`config.mk`:
```
export PLATFORM = sky130hd
export DESIGN_NAME = afq_ctrl
export DESIGN_NICKNAME = d
export VERILOG_FILES = /design/src/hdl/afq_pkg.sv /design/src/hdl/afq_ctrl.sv
export SDC_FILE = /design/constraint.sdc
export NUM_CORES = 1
export LEC_CHECK = 0
export ABC_AREA = 0
export BUFFER_PORTS_ARGS = -buffer_cell sky130_fd_sc_hd__buf_4
export CORE_MARGIN = 2
export CORE_UTILIZATION = 55
export CTS_CLUSTER_SIZE = 40
export DETAILED_ROUTE_END_ITERATION = 8
export PLACE_DENSITY = 0.77
export REMOVE_ABC_BUFFERS = 1
export SYNTH_ARGS = -nofsm -noshare
export SYNTH_HDL_FRONTEND = slang
export SYNTH_SLANG_ARGS = --single-unit
```
`constraint.sdc`:
```
create_clock -name clk -period 3.4 [get_ports clk]
set_input_delay 0.68 -clock clk [delete_from_list [all_inputs] [get_ports clk]]
set_output_delay 0.68 -clock clk [all_outputs]
set_load 0.05 [all_outputs]
```
`src/hdl/afq_pkg.sv`:
```
// ----------------------------------------------------------------------------
// afq_pkg
// Types, constants and helpers for the affine function queue.
// ----------------------------------------------------------------------------
package afq_pkg;
	localparam int unsigned DefQueueDepth = 1024;
	localparam logic [29:0] ModP = 30'd998244353;
	localparam logic [29:0] InvExp = 30'd998244351;
	// Barrett factor floor(2^60 / P) for the product reduction.
	localparam logic [30:0] BarrettMu = 31'((64'd1 << 60) / 64'(ModP));

	localparam logic [1:0] ReqPush = 2'd0;
	localparam logic [1:0] ReqPop = 2'd1;
	localparam logic [1:0] ReqEval = 2'd2;

	localparam logic [1:0] StOk = 2'd0;
	localparam logic [1:0] StEmpty = 2'd1;
	localparam logic [1:0] StFull = 2'd2;
	localparam logic [1:0] StZero = 2'd3;

	typedef struct packed {
		logic [1:0] req_type;
		logic [29:0] coef_a;
		logic [29:0] coef_b;
		logic [29:0] query_x;
	} afq_in_t;

	typedef struct packed {
		logic [1:0] status;
		logic [29:0] result_value;
	} afq_out_t;

	// Datapath operation codes issued by the controller.
	typedef enum logic [2:0] {
		OpNone, OpLoad, OpMul, OpAddStore, OpRead
	} afq_op_t;

	// Multiplier operand/destination selections.
	localparam logic [2:0] RegS = 3'd0;
	localparam logic [2:0] RegO = 3'd1;
	localparam logic [2:0] RegA = 3'd2;
	localparam logic [2:0] RegB = 3'd3;
	localparam logic [2:0] RegX = 3'd4;
	localparam logic [2:0] RegR = 3'd5;
	localparam logic [2:0] RegT = 3'd6;

	typedef struct packed {
		afq_op_t op;
		logic [2:0] src1;
		logic [2:0] src2;
		logic [2:0] dst;
		logic add_o;
		logic [1:0] status;
		logic out_load;
	} afq_cmd_t;

	typedef struct packed {
		logic mul_done;
		logic a_zero;
	} afq_sts_t;

	function automatic logic [29:0] reduce_in(input logic [29:0] v);
		return (v >= ModP) ? v - ModP : v;
	endfunction

	function automatic logic [29:0] add_mod(input logic [29:0] x, input logic [29:0] y);
		logic [30:0] s;
		s = {1'b0, x} + {1'b0, y};
		return (s >= {1'b0, ModP}) ? 30'(s - {1'b0, ModP}) : s[29:0];
	endfunction
endpackage

```
`src/hdl/afq_ctrl.sv`:
```
// ----------------------------------------------------------------------------
// afq_ctrl
// Sequencer for push, pop and evaluate, with the queue pointers.
// ----------------------------------------------------------------------------
module afq_ctrl #(
	parameter int unsigned QUEUE_DEPTH = afq_pkg::DefQueueDepth
) (
	input logic clk,
	input logic arst_n,
	input logic in_valid,
	output logic in_ready,
	input logic [1:0] req_type,
	output logic out_valid,
	input logic out_ready,
	input afq_pkg::afq_sts_t sts,
	output afq_pkg::afq_cmd_t cmd,
	output logic [$clog2(QUEUE_DEPTH)-1:0] rd_addr,
	output logic [$clog2(QUEUE_DEPTH)-1:0] wr_addr
);
	import afq_pkg::*;
	localparam int unsigned AW = $clog2(QUEUE_DEPTH);
	localparam int unsigned CW = $clog2(QUEUE_DEPTH + 1);
	localparam logic [AW-1:0] LastIdx = AW'(QUEUE_DEPTH - 1);

	localparam logic [3:0] SIdle = 4'd0, SDecode = 4'd1, SWait = 4'd2, SRead = 4'd3,
		SRead2 = 4'd4, SInvSq = 4'd5, SInvMul = 4'd6, SDone = 4'd7, SOut = 4'd8,
		SIssue = 4'd9;

	logic [3:0] state_q;
	logic [1:0] req_q;
	logic [AW-1:0] head_q, tail_q;
	logic [CW-1:0] count_q;
	logic [4:0] bit_q;
	logic [2:0] step_q;
	logic [1:0] st_q;
	logic xout_q;

	assign in_ready = (state_q == SIdle) && !out_valid;
	assign rd_addr = head_q;
	assign wr_addr = tail_q;

	// Command decode for the current step.
	always_comb begin
		cmd = '{op: OpNone, src1: RegS, src2: RegS, dst: RegT, add_o: 1'b0,
			status: st_q, out_load: 1'b0};
		case (state_q)
			SIssue: begin
				cmd.op = OpMul;
				case ({req_q, step_q})
					{ReqPush, 3'd0}: begin cmd.src1 = RegS; cmd.src2 = RegA; end
					{ReqPush, 3'd1}: begin cmd.src1 = RegA; cmd.src2 = RegO; end
					{ReqEval, 3'd0}: begin cmd.src1 = RegS; cmd.src2 = RegX; end
					{ReqPop, 3'd0}: begin cmd.src1 = RegB; cmd.src2 = RegR; end
					{ReqPop, 3'd1}: begin cmd.src1 = RegS; cmd.src2 = RegB; end
					default: begin cmd.src1 = RegS; cmd.src2 = RegR; end
				endcase
			end
			SWait: begin
				case ({req_q, step_q})
					{ReqPush, 3'd0}: cmd.dst = RegT;
					{ReqPush, 3'd1}: begin cmd.dst = RegO; cmd.add_o = 1'b1; end
					{ReqEval, 3'd0}: cmd.dst = RegX;
					{ReqPop, 3'd0}: cmd.dst = RegB;
					{ReqPop, 3'd1}: cmd.dst = RegO;
					default: cmd.dst = RegS;
				endcase
			end
			SInvSq: begin cmd.op = OpMul; cmd.src1 = RegA; cmd.src2 = RegA; end
			SInvMul: begin cmd.op = OpMul; cmd.src1 = RegR; cmd.src2 = RegA; end
			SRead2: cmd.op = OpRead;
			SDone: begin
				if (req_q == ReqPush && st_q == StOk) begin
					cmd.op = OpAddStore; cmd.dst = RegS;
				end
			end
			SOut: begin
				cmd.out_load = 1'b1;
				cmd.src1 = xout_q ? RegX : RegS;
			end
			default: ;
		endcase
		// Inverse iteration results land in a or r.
		if (state_q == SWait && step_q == 3'd7) cmd.dst = RegA;
		if (state_q == SWait && step_q == 3'd6) cmd.dst = RegR;
	end

	// Sequencer. Push: s*a to t, then a*o+b to o, then commit s=t.
	always_ff @(posedge clk or negedge arst_n) begin
		if (!arst_n) begin
			state_q <= SIdle;
			head_q <= '0;
			tail_q <= '0;
			count_q <= '0;
			out_valid <= 1'b0;
			req_q <= ReqPush;
			step_q <= '0;
			bit_q <= '0;
			st_q <= StOk;
			xout_q <= 1'b0;
		end else begin
			if (out_valid && out_ready) out_valid <= 1'b0;
			case (state_q)
				SIdle: begin
					if (in_valid && in_ready) begin
						req_q <= req_type;
						state_q <= SDecode;
					end
				end
				SDecode: begin
					st_q <= StOk;
					xout_q <= 1'b0;
					step_q <= '0;
					state_q <= SOut;
					if (req_q == ReqPush) begin
						if (count_q == CW'(QUEUE_DEPTH)) st_q <= StFull;
						else if (sts.a_zero) st_q <= StZero;
						else state_q <= SIssue;
					end else if (req_q == ReqPop) begin
						if (count_q == '0) st_q <= StEmpty;
						else state_q <= SRead;
					end else if (req_q == ReqEval) begin
						xout_q <= 1'b1;
						state_q <= SIssue;
					end
				end
				SRead: state_q <= SRead2;
				SRead2: begin
					bit_q <= '0;
					state_q <= InvExp[0] ? SInvMul : SInvSq;
					step_q <= InvExp[0] ? 3'd6 : 3'd7;
				end
				SInvMul: state_q <= SWait;
				SInvSq: state_q <= SWait;
				SIssue: state_q <= SWait;
				SWait: begin
					if (sts.mul_done) begin
						if (step_q == 3'd6) begin
							step_q <= 3'd7;
							state_q <= SInvSq;
						end else if (step_q == 3'd7) begin
							if (bit_q == 5'd29) begin
								step_q <= 3'd0;
								state_q <= SIssue;
							end else begin
								bit_q <= bit_q + 5'd1;
								if (InvExp[bit_q + 5'd1]) begin
									step_q <= 3'd6;
									state_q <= SInvMul;
								end else begin
									state_q <= SInvSq;
								end
							end
						end else if (req_q == ReqPush && step_q == 3'd0) begin
							step_q <= 3'd1;
							state_q <= SIssue;
						end else if (req_q == ReqPop && step_q != 3'd2) begin
							step_q <= step_q + 3'd1;
							state_q <= SIssue;
						end else begin
							state_q <= SDone;
						end
					end
				end
				SDone: begin
					if (req_q == ReqPush && st_q == StOk) begin
						tail_q <= (tail_q == LastIdx) ? '0 : tail_q + AW'(1);
						count_q <= count_q + CW'(1);
					end else if (req_q == ReqPop) begin
						head_q <= (head_q == LastIdx) ? '0 : head_q + AW'(1);
						count_q <= count_q - CW'(1);
					end
					state_q <= SOut;
				end
				SOut: begin
					out_valid <= 1'b1;
					state_q <= SIdle;
				end
				default: state_q <= SIdle;
			endcase
		end
	end
endmodule

```
==> summary.md, run 1 <==
| Metric | Value |
|---|---|
| Outcome | `finished clean` |
| HP Class | `primary input to asynchronous set/reset pin` |
| Final std cells w/o fill | `507` |
| CTS Buf Count | `5` |
| Yosys cell types | `54` |
| Gr ovfl total | `0` |
| Residual DRC | `0` |
| Starting density of the core | `56.4%` |
| Worst vdd ir | `0.404 mV` |
| Die Height | `81.7 µm` |
| Seq/Total Area, Yosys | `36.9%` |
| Worst path max stage delay | `0.73 ns` |
| CTS max path bufs | `2` |
| I/O Pins | `46` |
| Min Clock Period, post-route | `3.11 ns` |
| Final hold vios | `0` |
| Port bufs | `45` |
| Setup CP Type | `flip-flop to output port` |
| Setup bufs post-CTS | `0` |
| Place WS | `0.523 ns` |
| Number of synthesized flops with an enable pin | `0` |
| Vias in the first global route | `2607` |
| Root Driver | `clkbuf_8` |
| PwrDens | `756 nW/µm²` |
| Top FF cell, synth | `dfrtp_1` |
| Highest clock rate | `322 MHz` |
| Internal power | `1.51 mW` |
| Clock Latency Late Sink | `0.31 ns` |
| WHS | `0.381 ns` |
| Crit path DAT | `2.43 ns` |
| Fin nets | `460` |
| Clock power frac | `12.0%` |
| Vias | `2903` |
| Data required, critical path | `2.72 ns` |
| Crit-path cells | `or4_1 -> buf_4 -> or2_1 -> clkinv_4 -> a21oi_1 -> buf_4` |
| P_sw | `1.37 mW` |
| Top cell by count, worst path | `buf_4` |
| First-pass GRT wire length | `12100 µm` |
| Share of layout cells above drive strength 1 | `16.4%` |
| Fill cell count | `500` |
| Reg2reg setup slack | `0.50 ns` |
| Switching Fraction | `47.6%` |
| Slew Limit Fails | `0` |
| Syn Inst Count | `388` |
| Rel. slew slack | `59.0%` |
| CTS clock-pin slew for the worst setup and hold paths | `0.10 ns` |
| Clk sinks | `49` |
| Resized cells post-CTS | `0` |
| Pin count of the biggest net entering global routing | `50` |
| Post-cts hold buffer count | `0` |
| CP Launch Point | `req_q[0]$_DFFE_PN0P_` |
| Site Rows | `28` |
| Setup-failing EPs final | `0` |
| GPL Wtd Cong | `0.898` |
| Flops & latches, synth | `49` |
| DR pass1 iterations | `4` |
| Post-Syn Area | `3320 µm²` |
| Final HPWL DP | `5520 µm` |
| Via density | `5.73` |
| Worst Path Max Fanout | `9` |
| Pleak | `1.79 nW` |
| RR Startpoint | `req_q[0]$_DFFE_PN0P_` |
| CTS tree | `yes` |
| Ant diodes | `0` |
| Max Cap Viol | `0` |
| Antenna violations before repair | `0` |
| Syn-to-layout area delta | `14.8%` |
| Final Cycle Share | `91.4%` |
| Core area | `5890 µm²` |
| Gate power share | `57.1%` |
| TNS Setup | `0 ns` |
| All-Layer GR Usage | `23.1%` |
| Placed Cells | `499` |
| DRT iter0 DRCs | `221` |
| Die X-Extent | `81.7 µm` |
| Die area | `6670 µm²` |
| Yosys warns | `0` |
| Power, Total | `2.88 mW` |
| Async set-or-reset flop fraction in the synthesized netlist | `100%` |
| WL final | `7330 µm` |
| Final ANT Viol Nets | `0` |
| Slowest CP cell | `or4_1` |
| Mean post-synth cell area | `8.56 µm²` |
| Reg power frac | `31.0%` |
| Worst slew pin tran | `0.615 ns` |
| Clock skew | `0.00990 ns` |
| RSZ-0062 raised after global routing | `no` |
| Avg WL per Cell | `14.5 µm` |
| CP startpoint kind | `flip-flop` |
| Element type at the critical path end | `output port` |
| Final WS setup | `0.291 ns` |
| H-tree lvl count | `2` |
==> through the flow <==
stage	area, µm²	utilization [%]
detailed placement	3730	63.3
global route	3810	64.8
global placement	3730	63.3
CTS	3810	64.8
finish	3810	64.8
floorplan	3260	-
==> power by group through the flow <==
stage          Sequential (mW)  Combinational, mW  Clock [mW]
2_1_floorplan            0.963               1.14           0
3_3_place_gp             0.894               1.61           0
3_5_place_dp             0.900               1.63           0
4_1_cts                  0.889               1.64       0.354
5_1_grt                  0.918               1.82       0.380
6_report                 0.892               1.64       0.345
==> worst max-delay path: cells and delay by family, from the launching register on <==
| family | cells | cell delay (ns) |
|---|---|---|
| compound gates | 1 | 0.07 |
| buf+inv | 3 | 0.59 |
| flops | 1 | 0.38 |
| simple gates | 2 | 1.08 |
==> per-layer routing <==
metal,routed length (µm),track usage (%)
met3,277,4.51
met4,63,5.00
met5,0,0
met2,3550,38.7
met1,3440,31.2
==> placed cells by master, fill, tap and decap left out, types with 2 or more instances in the layout <==
cell      netlist  layout
a21o_1          4       4
o211ai_1        3       3
a21oi_1        27      27
nor4_1          2       2
clkbuf_8        0       5
nand2_1        48      48
or2_2           3       3
inv_1          18      18
o22ai_1         2       2
nor3b_1         3       3
nand3_1        13      13
and3_1          3       3
a311o_1         2       2
nand4_1         6       6
nor3_1          9       9
o21a_1          6       6
nand2b_1        8       8
mux2_2          5       5
nand3b_1        4       4
nor2_1         31      31
dfrtp_1        49      49
ha_1           20      20
o21ai_0        38      38
and4_1          3       3
xnor2_1        13      13
o21bai_1        2       2
mux2i_1         6       6
a31oi_1         3       3
and2_1          2       2
buf_4           0      50
nor2b_1         5       5
xor2_1          8       8
or4_1           2       2
o31ai_1         7       7
==> state kept, by name (all words and copies together) (netlist names) <==
| name | cells |
|---|---|
| bit_q | 5 |
| count_q | 11 |
| out_valid | 1 |
| rd_addr | 10 |
| req_q | 2 |
| st_q | 2 |
| state_q | 4 |
| step_q | 3 |
| wr_addr | 10 |
| xout_q | 1 |
==> area by class of cell <==
class	instances	area (µm²)	share of cell area [%]
multi-input combinational	306	1960	51.3
clock buffer	6	72.6	1.90
sequential	49	1230	32.2
clock inverter	2	13.8	0.361
tap	75	93.8	2.46
timing repair buffer	50	375	9.84
inverter	19	76.3	2.00
==> Yosys cell counts (all sizes together), types with 7 or more instances <==
library cell,instances,area (µm²)
nand4,7,58.8
inv,18,67.6
dfrtp,49,1230
nand2,48,180
o21ai,38,190
clkbuf,11,41.3
o31ai,7,52.6
xnor2,13,114
nor2,32,128
nor3,9,45.0
xor2,8,70.1
nand3,14,75.1
a21oi,27,135
nand2b,8,50.1
ha,20,250
==> kinds of logic after synthesis <==
kind of cell	after synthesis	synth area share, %
simple gates	151	23.2
compound gates	102	18.5
flops	49	36.9
buf+inv	33	4.18
xor+xnor	21	5.54
fa+ha+maj	21	8.14
mux	11	3.50
==> worst paths after layout <==
check | to | cells after the start
setup / recovery | cmd[6] | 6
max in group asynchronous | rd_addr[7]$_DFFE_PN0P_ | 1
hold reg to reg | xout_q$_DFFE_PN0P_ | 2
setup reg to reg | count_q[10]$_DFFE_PN0P_ | 8
hold / removal | bit_q[4]$_DFFE_PN0P_ | 1
min in group clk | xout_q$_DFFE_PN0P_ | 2
No activity file was read; power rests on OpenSTA's default activity.
==> inputs of run 2 (changes only) <==
--- a/config.mk
+++ b/config.mk
@@ -9,8 +9,10 @@
 export BUFFER_PORTS_ARGS = -buffer_cell sky130_fd_sc_hd__buf_4
 export CORE_MARGIN = 2
 export CORE_UTILIZATION = 55
+export CTS_BUF_LIST = sky130_fd_sc_hd__clkbuf_8
 export CTS_CLUSTER_SIZE = 40
 export DETAILED_ROUTE_END_ITERATION = 8
+export MAX_ROUTING_LAYER = met4
 export PLACE_DENSITY = 0.77
 export REMOVE_ABC_BUFFERS = 1
 export SYNTH_ARGS = -nofsm -noshare
==> summary.md, run 2 (same netlist as run 1, synthesis figures left out) <==
| Metric | Value |
|---|---|
| Outcome | `finished clean` |
| Min Clock Period, post-route | `3.11 ns` |
| Element type at the critical path end | `output port` |
| RSZ-0062 raised after global routing | `no` |
| Die Height | `81.7 µm` |
| Max reg flops | `11` |
| Clock skew | `0.00801 ns` |
| I/O Pins | `46` |
| Max Cap Viol | `0` |
| Syn-to-layout area delta | `14.8%` |
| Avg WL per Cell | `14.5 µm` |
| HP Class | `primary input to asynchronous set/reset pin` |
| Gr ovfl total | `0` |
| CTS tree | `yes` |
| Site Rows | `28` |
| Vias | `2900` |
| Worst-case reg-to-reg path depth | `8` |
| PwrDens | `755 nW/µm²` |
| Finished Cell Area | `3810 µm²` |
| Most frequent cells in the layout | `50 x buf_4, 49 x dfrtp_1, 48 x nand2_1` |
| Slew Limit Fails | `0` |
| Placed Area | `3730 µm²` |
| Die area | `6670 µm²` |
| All-Layer GR Usage | `23.7%` |
| WL final | `7350 µm` |
| DR pass1 iterations | `4` |
| Ant diodes | `0` |
| Share of layout cells above drive strength 1 | `16.4%` |
| Core area | `5890 µm²` |
| Setup-failing EPs final | `0` |
| Crit path DAT | `2.43 ns` |
| Final hold vios | `0` |
| Antenna violations before repair | `0` |
| Vias in the first global route | `2613` |
| Fill cell count | `500` |
| Final HPWL DP | `5520 µm` |
| Resized cells post-CTS | `0` |
| Pin count of the biggest net entering global routing | `50` |
| Via density | `5.72` |
| Port bufs | `45` |
| Worst Path Max Fanout | `9` |
| Post-cts hold buffer count | `0` |
| CTS Buf Count | `5` |
| Clk sinks | `49` |
| Commonest non-fill, non-tap cell in the layout | `buf_4` |
| H-tree lvl count | `2` |
| First-pass GRT wire length | `12100 µm` |
| DRT iter0 DRCs | `217` |
| Biggest register | `count_q` |
| CTS max path bufs | `2` |
| Final Cycle Share | `91.4%` |
| Root Driver | `clkbuf_8` |
| Worst vdd ir | `0.403 mV` |
| Worst slew pin tran | `0.616 ns` |
| Die X-Extent | `81.7 µm` |
| CTS clock-pin slew for the worst setup and hold paths | `0.09 ns` |
| Rel. slew slack | `58.9%` |
| Data required, critical path | `2.72 ns` |
| TNS Setup | `0 ns` |
| Starting density of the core | `56.4%` |
| Clock Latency Late Sink | `0.31 ns` |
| Final ANT Viol Nets | `0` |
| CP startpoint kind | `flip-flop` |
| Fin nets | `460` |
| Highest clock rate | `322 MHz` |
| Residual DRC | `0` |
| GPL Wtd Cong | `0.914` |
| Setup CP Type | `flip-flop to output port` |
| Pleak | `1.80 nW` |
| Setup bufs post-CTS | `0` |
run 2: changes by cell type in the layout (fill, tap and decap cells not counted):
cell / before / now
clkbuf_1: 1 / 0
inv_1: 18 / 19
run 2: worst paths after layout:
path	slack, ns	endpoint	startpoint
setup / recovery	0.29	cmd[6]	req_q[0]$_DFFE_PN0P_
hold reg to reg	0.49	xout_q$_DFFE_PN0P_	xout_q$_DFFE_PN0P_
hold / removal	0.38	bit_q[4]$_DFFE_PN0P_	arst_n
min in group clk	0.49	xout_q$_DFFE_PN0P_	xout_q$_DFFE_PN0P_
setup reg to reg	0.50	count_q[10]$_DFFE_PN0P_	req_q[0]$_DFFE_PN0P_
max in group asynchronous	2.60	count_q[4]$_DFFE_PN0P_	arst_n
run 2: worst max-delay path, stage by stage, from the launching register on:
cell and delay (ns):
dfrtp_1 0.38, or4_1 0.74, buf_4 0.24, or2_1 0.35, clkinv_4 0.14, a21oi_1 0.07, buf_4 0.21
run 2: where the power goes:
group,switching (mW),internal [mW],total (mW)
clock network,0.197,0.144,0.341
logic,0.988,0.659,1.65
registers,0.189,0.703,0.893
total,1.37,1.51,2.88
run 2: layout make-up:
cell class	count	area (µm²)	share of cell area, %
sequential	49	1230	32.2
clock inverter	3	17.5	0.459
inverter	19	76.3	2.00
timing repair buffer	50	375	9.84
multi-input combinational	306	1960	51.3
tap	75	93.8	2.46
clock buffer	5	68.8	1.80
run 2: stage by stage:
step | hold slack (ns) | worst slack [ns] | power, mW | instances | utilization (%)
after floorplan | 0.384 | 0.391 | 2.11 | 374 | -
after global placement | 0.468 | 0.583 | 2.50 | 499 | 63.3
after detailed placement | 0.474 | 0.523 | 2.53 | 499 | 63.3
after CTS | 0.407 | 0.267 | 2.88 | 507 | 64.8
after global routing | 0.435 | 0.176 | 3.11 | 507 | 64.8
final | 0.384 | 0.291 | 2.88 | 507 | 64.8
run 2: routing by layer:
metal  up-vias  GRT usage [%]  part of all wire (%)
li1       1462              -                     -
met1      1383           31.2                    47
met2        49           38.7                    48
met3         6           4.18                   3.7
met4         0           5.00                  0.94
met5         -              -                     0
